**config.mk**
```make
export PLATFORM = sky130hd
export DESIGN_NAME = subset_mask_enumerator_unit
export DESIGN_NICKNAME = d
export VERILOG_FILES = /design/src/sme_pkg.sv /design/src/subset_mask_enumerator_unit.sv /design/src/sme_cell.sv
export SDC_FILE = /design/constraint.sdc
export NUM_CORES = 1
export LEC_CHECK = 0
export ABC_AREA = 0
export BUFFER_PORTS_ARGS = -buffer_cell sky130_fd_sc_hd__buf_4
export CORE_MARGIN = 8
export CORE_UTILIZATION = 57
export DETAILED_ROUTE_END_ITERATION = 12
export PLACE_DENSITY = 0.85
export SKIP_LAST_GASP = 1
export SYNTH_ARGS = -nofsm -noshare
export SYNTH_HDL_FRONTEND = slang
export SYNTH_HIERARCHICAL = 1
export SYNTH_SLANG_ARGS = --single-unit
```
**constraint.sdc**
```tcl
create_clock -name clk -period 5.11 [get_ports clk]
set_clock_uncertainty 0.15 [all_clocks]
set_input_delay 0.2555 -clock clk [delete_from_list [all_inputs] [get_ports clk]]
set_output_delay 0.2555 -clock clk [all_outputs]
set_load 0.02 [all_outputs]
```
**src/sme_pkg.sv**
```systemverilog
package sme_pkg;

	localparam int MAX_ITEMS_DEF = 32;
	localparam int MAX_SIZE_DEF  = 16;

	// Chain payload widths cover up to 64 cells (positions) and 64 items (values); the mask field holds only 32 items
	localparam int TOK_W = 8;
	localparam int POS_W = 6;

	typedef enum logic [2:0] {
		ST_IDLE,
		ST_SEARCH,
		ST_COMMIT,
		ST_LAUNCH,
		ST_EMIT,
		ST_HOLD
	} state_t;

	typedef enum logic [1:0] {
		CMD_NONE,
		CMD_FILL,
		CMD_ADVANCE
	} cmd_t;

	// Token handed from cell to cell, one hop per cycle
	typedef struct packed {
		logic              vld;
		logic              emit;   // 0: carry search, 1: mask collection
		logic [TOK_W-1:0]  c;      // value a cell takes if the raised index is at or left of it
		logic [POS_W-1:0]  e;      // rightmost raisable position seen so far
		logic              found;
		logic [31:0]       mask;
		logic              any_r;
	} tok_t;

	// Limits broadcast to every cell
	typedef struct packed {
		logic [TOK_W-1:0] n;
		logic [TOK_W-1:0] k;
	} bcast_t;

	// Update command broadcast to every cell
	typedef struct packed {
		cmd_t             op;
		logic [POS_W-1:0] e;
	} commit_t;

endpackage

```
**src/subset_mask_enumerator_unit.sv**
```systemverilog
// Subset mask enumerator. Each input word asks for the next subset of the
// item_count items: all singletons first, then all pairs, and so on up to
// max_size (clamped to MAX_SIZE and to the item count), lexicographic within a size. A word
// with restart set (s_tdata bit 0), the word after the final subset, the first
// word after reset, and any word after max_size drops below the current size
// start over at the singleton {0}. Each result word carries the subset as a
// bit mask, its size, and m_tlast on the final subset of the largest size.
// The stored indices live in a row of MAX_SIZE cells; a token walks the row
// one cell per cycle, first to find the rightmost index that can rise and
// build the refill values, then, after the update in the commit state, to
// collect the mask. A word that starts over skips the first walk. The next
// word is accepted only once both walks are done and the result has gone to
// the output register. A finished result waits in the output register while
// the next word is accepted and worked on. Registers: item_count at byte
// address 0, max_size at byte address 4; the user must write them only while
// no word is in flight, which the block itself does not enforce.
module subset_mask_enumerator_unit #(
	parameter int MAX_ITEMS = sme_pkg::MAX_ITEMS_DEF,
	parameter int MAX_SIZE  = sme_pkg::MAX_SIZE_DEF
) (
	input  logic        clk,
	input  logic        arst_n,
	// APB configuration port
	input  logic        psel,
	input  logic        penable,
	input  logic        pwrite,
	input  logic [2:0]  paddr,
	input  logic [31:0] pwdata,
	output logic [31:0] prdata,
	output logic        pready,
	// request stream
	input  logic        s_tvalid,
	output logic        s_tready,
	input  logic [7:0]  s_tdata,   // [0] restart, [7:1] zero
	// result stream
	output logic        m_tvalid,
	input  logic        m_tready,
	output logic [39:0] m_tdata,   // [31:0] subset_mask, [36:32] subset_size, [39:37] zero
	output logic        m_tlast    // last_row
);

	localparam int IW = (MAX_ITEMS > 1) ? $clog2(MAX_ITEMS) : 1;
	localparam int SW = $clog2(MAX_SIZE + 1);
	localparam int TW = sme_pkg::TOK_W;

	// configuration registers
	logic [5:0] item_count_q;
	logic [4:0] max_size_q;

	// control state
	sme_pkg::state_t state_q;
	sme_pkg::state_t state_d;
	logic [SW-1:0]   size_q;

	// update decision for the commit cycle
	sme_pkg::cmd_t              cmd_q;
	logic [SW-1:0]              new_size_q;
	logic [sme_pkg::POS_W-1:0]  e_q;

	// result waiting for the output register
	logic [31:0] pend_mask_q;
	logic        pend_last_q;

	// output register
	logic        out_vld_q;
	logic [31:0] out_mask_q;
	logic [4:0]  out_size_q;
	logic        out_last_q;

	logic [TW-1:0]    n_eff;
	logic [TW-1:0]    m_lim;
	logic [TW-1:0]    m_clip;
	logic [TW-1:0]    m_eff;
	logic [TW-1:0]    size_ext;
	logic             accept;
	logic             start_over;
	logic             load_out;
	sme_pkg::bcast_t  lim;
	sme_pkg::commit_t cmt;
	sme_pkg::tok_t    tok_head;
	sme_pkg::tok_t    chain [MAX_SIZE+1];

	// APB: always ready, write on the access cycle
	assign pready = 1'b1;

	always_ff @(posedge clk or negedge arst_n) begin
		if (!arst_n) begin
			item_count_q <= 6'd32;
			max_size_q   <= 5'd1;
		end else if (psel && penable && pwrite) begin
			if (paddr[2]) begin
				max_size_q <= pwdata[4:0];
			end else begin
				item_count_q <= pwdata[5:0];
			end
		end
	end

	assign prdata = paddr[2] ? {27'd0, max_size_q} : {26'd0, item_count_q};

	// effective limits: zero counts as one, clamp to the build maxima and the size to the item count
	always_comb begin
		if (item_count_q == 6'd0) begin
			n_eff = TW'(1);
		end else if (TW'(item_count_q) > TW'(MAX_ITEMS)) begin
			n_eff = TW'(MAX_ITEMS);
		end else begin
			n_eff = TW'(item_count_q);
		end
		m_lim  = (max_size_q == 5'd0) ? TW'(1) : TW'(max_size_q);
		m_clip = (m_lim > TW'(MAX_SIZE)) ? TW'(MAX_SIZE) : m_lim;
		m_eff  = (m_clip > n_eff) ? n_eff : m_clip;
	end

	assign size_ext   = TW'(size_q);
	assign accept     = s_tvalid && s_tready;
	assign start_over = s_tdata[0] || (size_q == '0) || (size_ext > m_eff);

	assign lim.n = n_eff;
	assign lim.k = size_ext;

	// next state
	always_comb begin
		state_d = state_q;
		unique case (state_q)
			sme_pkg::ST_IDLE: begin
				if (accept) begin
					state_d = start_over ? sme_pkg::ST_COMMIT : sme_pkg::ST_SEARCH;
				end
			end
			sme_pkg::ST_SEARCH: begin
				if (chain[MAX_SIZE].vld) begin
					state_d = sme_pkg::ST_COMMIT;
				end
			end
			sme_pkg::ST_COMMIT: begin
				state_d = sme_pkg::ST_LAUNCH;
			end
			sme_pkg::ST_LAUNCH: begin
				state_d = sme_pkg::ST_EMIT;
			end
			sme_pkg::ST_EMIT: begin
				if (chain[MAX_SIZE].vld) begin
					state_d = sme_pkg::ST_HOLD;
				end
			end
			sme_pkg::ST_HOLD: begin
				if (!out_vld_q || m_tready) begin
					state_d = sme_pkg::ST_IDLE;
				end
			end
			default: begin
				state_d = sme_pkg::ST_IDLE;
			end
		endcase
	end

	always_ff @(posedge clk or negedge arst_n) begin
		if (!arst_n) begin
			state_q <= sme_pkg::ST_IDLE;
		end else begin
			state_q <= state_d;
		end
	end

	// state outputs: ready, token launch, commit broadcast, output load
	always_comb begin
		s_tready = 1'b0;
		tok_head = '0;
		cmt.op   = sme_pkg::CMD_NONE;
		cmt.e    = e_q;
		load_out = 1'b0;
		unique case (state_q)
			sme_pkg::ST_IDLE: begin
				s_tready = 1'b1;
				// launch the search token in the same cycle the word is taken
				tok_head.vld = accept && !start_over;
			end
			sme_pkg::ST_COMMIT: begin
				cmt.op = cmd_q;
			end
			sme_pkg::ST_LAUNCH: begin
				tok_head.vld  = 1'b1;
				tok_head.emit = 1'b1;
			end
			sme_pkg::ST_HOLD: begin
				load_out = !out_vld_q || m_tready;
			end
			default: begin
			end
		endcase
	end

	assign chain[0] = tok_head;

	// row of index cells
	for (genvar gi = 0; gi < MAX_SIZE; gi++) begin : g_cell
		sme_cell #(
			.POS (gi),
			.IW  (IW)
		) u_cell (
			.clk     (clk),
			.arst_n  (arst_n),
			.lim     (lim),
			.cmt     (cmt),
			.tok_in  (chain[gi]),
			.tok_out (chain[gi+1])
		);
	end

	// current size is updated on the commit cycle
	always_ff @(posedge clk or negedge arst_n) begin
		if (!arst_n) begin
			size_q <= '0;
		end else if (state_q == sme_pkg::ST_COMMIT) begin
			size_q <= new_size_q;
		end
	end

	// pick the update: start over, raise and refill, or grow the size
	always_ff @(posedge clk) begin
		if (state_q == sme_pkg::ST_IDLE && accept && start_over) begin
			cmd_q      <= sme_pkg::CMD_FILL;
			new_size_q <= SW'(1);
		end else if (state_q == sme_pkg::ST_SEARCH && chain[MAX_SIZE].vld) begin
			if (chain[MAX_SIZE].found) begin
				cmd_q      <= sme_pkg::CMD_ADVANCE;
				e_q        <= chain[MAX_SIZE].e;
				new_size_q <= size_q;
			end else if (size_ext + TW'(1) <= m_eff) begin
				cmd_q      <= sme_pkg::CMD_FILL;
				new_size_q <= size_q + SW'(1);
			end else begin
				cmd_q      <= sme_pkg::CMD_FILL;
				new_size_q <= SW'(1);
			end
		end
	end

	// capture the collected mask; final subset when no index can rise at full size
	always_ff @(posedge clk) begin
		if (state_q == sme_pkg::ST_EMIT && chain[MAX_SIZE].vld) begin
			pend_mask_q <= chain[MAX_SIZE].mask;
			pend_last_q <= (size_ext == m_eff) && !chain[MAX_SIZE].any_r;
		end
	end

	// output register
	always_ff @(posedge clk or negedge arst_n) begin
		if (!arst_n) begin
			out_vld_q <= 1'b0;
		end else if (load_out) begin
			out_vld_q <= 1'b1;
		end else if (m_tready) begin
			out_vld_q <= 1'b0;
		end
	end

	always_ff @(posedge clk) begin
		if (load_out) begin
			out_mask_q <= pend_mask_q;
			out_size_q <= 5'(size_q);
			out_last_q <= pend_last_q;
		end
	end

	assign m_tvalid = out_vld_q;
	assign m_tdata  = {3'd0, out_size_q, out_mask_q};
	assign m_tlast  = out_last_q;

endmodule

```
**src/sme_cell.sv**
```systemverilog
module sme_cell #(
	parameter int POS = 0,
	parameter int IW  = 5
) (
	input  logic            clk,
	input  logic            arst_n,
	input  sme_pkg::bcast_t lim,
	input  sme_pkg::commit_t cmt,
	input  sme_pkg::tok_t   tok_in,
	output sme_pkg::tok_t   tok_out
);

	localparam logic [sme_pkg::TOK_W-1:0] POS_T = sme_pkg::TOK_W'(POS);
	localparam logic [sme_pkg::POS_W-1:0] POS_P = sme_pkg::POS_W'(POS);

	logic [IW-1:0]            idx_q;
	logic [IW-1:0]            tent_q;
	logic [sme_pkg::TOK_W-1:0] idx_ext;
	logic [sme_pkg::TOK_W-1:0] bound;
	logic                     active;
	logic                     raisable;
	logic [63:0]              wide_bit;
	sme_pkg::tok_t            tok_d;
	sme_pkg::tok_t            tok_q;

	assign idx_ext  = sme_pkg::TOK_W'(idx_q);
	assign active   = POS_T < lim.k;
	assign bound    = lim.n - lim.k + POS_T;
	assign raisable = active && (idx_ext < bound);
	assign wide_bit = 64'd1 << idx_q;

	always_comb begin
		tok_d = tok_in;
		if (tok_in.vld && active) begin
			if (tok_in.emit) begin
				tok_d.mask  = tok_in.mask | wide_bit[31:0];
				tok_d.any_r = tok_in.any_r | raisable;
			end else if (raisable) begin
				tok_d.c     = idx_ext + sme_pkg::TOK_W'(1);
				tok_d.e     = POS_P;
				tok_d.found = 1'b1;
			end else begin
				tok_d.c     = tok_in.c + sme_pkg::TOK_W'(1);
			end
		end
	end

	// hand the token to the right neighbor
	always_ff @(posedge clk or negedge arst_n) begin
		if (!arst_n) begin
			tok_q <= '0;
		end else begin
			tok_q <= tok_d;
		end
	end

	// hold the tentative value from the search pass
	always_ff @(posedge clk) begin
		if (tok_in.vld && !tok_in.emit && active) begin
			tent_q <= tok_d.c[IW-1:0];
		end
	end

	always_ff @(posedge clk) begin
		unique case (cmt.op)
			sme_pkg::CMD_FILL: begin
				idx_q <= IW'(POS);
			end
			sme_pkg::CMD_ADVANCE: begin
				if (active && (POS_P >= cmt.e)) begin
					idx_q <= tent_q;
				end
			end
			default: begin
			end
		endcase
	end

	assign tok_out = tok_q;

endmodule

```
==> results.sh <==
export IMPL_status="completed"
export IMPL_placeableCoreArea_um2=85010
export IMPL_drtIter0Drc=2364
export IMPL_yosys_warnings=6
export IMPL_vdd_drop_max_mv=0.3556
export IMPL_pin_count=126
export IMPL_cts_tree="done"
export IMPL_antenna_found_initial=1
export IMPL_cts_sinks=1010
export IMPL_setup_violations=0
export IMPL_worstSkewPairLatency_ns=0.69
export IMPL_first_global_vias=33500
export IMPL_fin_crit_sh_pct=94.90
export IMPL_hold_viol=0
export IMPL_slew_violations=0
export IMPL_vias=32570
export IMPL_intPower_mw=18.82
export IMPL_grt_use_met2_pct=42.05
export IMPL_final_core_util_pct=64.30
export IMPL_final_nets=4846
export IMPL_top_usage_layer="met2"
export IMPL_leakagePower_nw=24.59
export IMPL_rows=107
export IMPL_fin_setup_tns_ns=0
export IMPL_hold_path_class="primary input to register"
export IMPL_cts_buffer_depth=3
export IMPL_drc=0
export IMPL_syn_avg_cell_area_um2=11.93
export IMPL_synth_cells=4089
export IMPL_required_ns=5.42
export IMPL_fp_dieH_um=308.6
export IMPL_tightestPinTransition_ns=1.239
export IMPL_power_switching_mw=10.62
export IMPL_p_clk_share_pct=25.4
export IMPL_cts_htree_levels=3
export IMPL_drive_gt1_share_pct=12.05
export IMPL_use_met3_pct=2.967
export IMPL_overflow=0
export IMPL_endpoint_kind="register"
export IMPL_grt_pass1_wl_um=177200
export IMPL_use_met1_pct=27.74
export IMPL_netlist_area_um2=48790
export IMPL_ant_nets=0
export IMPL_crit_arrival_ns=5.16
export IMPL_finalCriticalPeriod_ns=4.850
export IMPL_diodes=0
export IMPL_seqPwrFrac_pct=38.5
export IMPL_avgRoutedWirePerCell_um=20.10
export IMPL_grt_total_usage_pct=23.48
export IMPL_fillCellCount=5960
export IMPL_place_gp_congestion=0.8999
export IMPL_power_density_nw_per_um2=538.6
export IMPL_die_w_um=308.6
export IMPL_start_util_pct=57.39
export IMPL_path_class="register to register"
export IMPL_dp_hpwl_um=79380
export IMPL_path_clk_slew_ns=0.06
export IMPL_first_pass_iters=6
export IMPL_maxCapViolations=0
export IMPL_root_buffer="clkbuf_16"
export IMPL_syn2layout_area_growth_pct=12.05
export IMPL_power_share_switching_pct=36.07
export IMPL_grt_max_degree=133
export IMPL_rrSetupSlack_ns=0.26
export IMPL_viasPerCell=5.805
export IMPL_power_share_combinational_pct=36.1
export IMPL_cp_max_fo=5
export IMPL_wl_um=112800
export IMPL_die_area_um2=95210
export IMPL_clock_fmax_ghz=0.2062
export IMPL_critPathLaunchType="register"
export IMPL_numCtsBuffers=95
export IMPL_slew_headroom_pct=17.26
export IMPL_portBuffers=60
==> critical path, stage by stage, from the launching register on <==
cell	delay (ns)
dfrtp_1	0.43
nor4_2	0.33
nor2_1	0.06
or2_2	0.28
inv_1	0.08
ha_1	0.14
inv_1	0.04
a21oi_1	0.13
o21ai_0	0.10
o211ai_1	0.27
mux2i_1	0.32
ha_1	0.30
a211oi_1	0.28
a221oi_1	0.15
or3_1	0.39
o32ai_2	0.26
buf_4	0.19
nand2_1	0.05
or2_4	0.27
o311ai_1	0.39
==> flip-flops by register name (all words and copies together) (netlist names) <==
| register | count |
|---|---|
| g_cell.u_cell/tok_out | 746 |
| out_size_q | 5 |
| size_q | 5 |
| m_tlast | 1 |
| e_q | 6 |
| max_size_q | 5 |
| out_mask_q | 32 |
| item_count_q | 6 |
| m_tvalid | 1 |
| cmd_q | 2 |
| pend_last_q | 1 |
| new_size_q | 5 |
| pend_mask_q | 32 |
| g_cell.u_cell/idx_q | 80 |
| state_q | 3 |
| g_cell.u_cell/tent_q | 80 |
==> cells in the final DEF (no fill, tap or decap), types with 98 or more instances in the layout <==
master / instances
conb_1: 211
edfxtp_1: 237
a21o_1: 211
nand3_1: 102
nor2_1: 125
and2_1: 99
inv_1: 329
buf_4: 98
dfrtp_1: 761
a31o_2: 134
clkbuf_16: 99
ha_1: 397
nand2_1: 231
o21bai_1: 212
==> path summary, 6_finish.rpt <==
path,startpoint,end,cells after the start
max in group asynchronous,arst_n,g_cell[0].u_cell/tok_out[2]$_DFF_PN0_,3
min in group asynchronous,arst_n,g_cell[9].u_cell/tok_out[19]$_DFF_PN0_,2
max,item_count_q[1]$_DFFE_PN0P_,g_cell[0].u_cell/tent_q[0]$_DFFE_PP_,19
min reg2reg,g_cell[5].u_cell/tok_out[48]$_DFF_PN0_,g_cell[6].u_cell/tok_out[48]$_DFF_PN0_,0
max reg2reg,item_count_q[1]$_DFFE_PN0P_,g_cell[0].u_cell/tent_q[0]$_DFFE_PP_,19
min,psel,item_count_q[5]$_DFFE_PN1P_,3
==> area by class of cell <==
cell class / count / area, um^2 / area share [%]
timing repair inverter: 1 / 7.507 / 0.01373
sequential: 1010 / 26430 / 48.35
tap: 1144 / 1431 / 2.619
clock buffer: 128 / 2676 / 4.896
timing repair buffer: 123 / 1046 / 1.914
clock inverter: 52 / 715.7 / 1.309
inverter: 339 / 1276 / 2.335
multi-input combinational: 2813 / 21080 / 38.56
==> metal layers <==
layer	share of wire, %	vias to the layer above
met5	0	-
met4	5.2	0
met3	5.5	391
met2	51	1255
met1	38	16010
li1	-	14920
==> stage by stage <==
step | instance area, um^2 | cells | power (mW) | setup slack [ns] | hold slack [ns]
floorplan | 49570 | 4298 | 19.02 | 0.3831 | -0.1901
global placement | 51020 | 5405 | 21.17 | 0.3573 | 0.2517
detailed placement | 51020 | 5405 | 21.69 | 0.2471 | 0.2463
CTS | 54580 | 5602 | 29.35 | 0.1878 | 0.02870
global route | 54660 | 5610 | 31.19 | -0.01763 | 0.07274
finish | 54660 | 5610 | 29.44 | 0.2604 | 0.07074
==> timing repair <==
item	4_1_cts	5_1_grt
endpoints found under the setup margin	0	26
gates resized for setup	0	7
buffers inserted	0	6
hold buffers	17	0
hold endpoints to repair	123	0
==> power groups by stage <==
stage / Combinational, mW / Sequential (mW) / Clock (mW)
after floorplan: 8.13 / 10.9 / 0
after global placement: 9.80 / 11.4 / 0
after detailed placement: 10.3 / 11.4 / 0
after CTS: 10.4 / 11.3 / 7.60
after global routing: 11.8 / 11.5 / 7.90
final: 10.6 / 11.3 / 7.49
(Power assumes the default switching activity.)
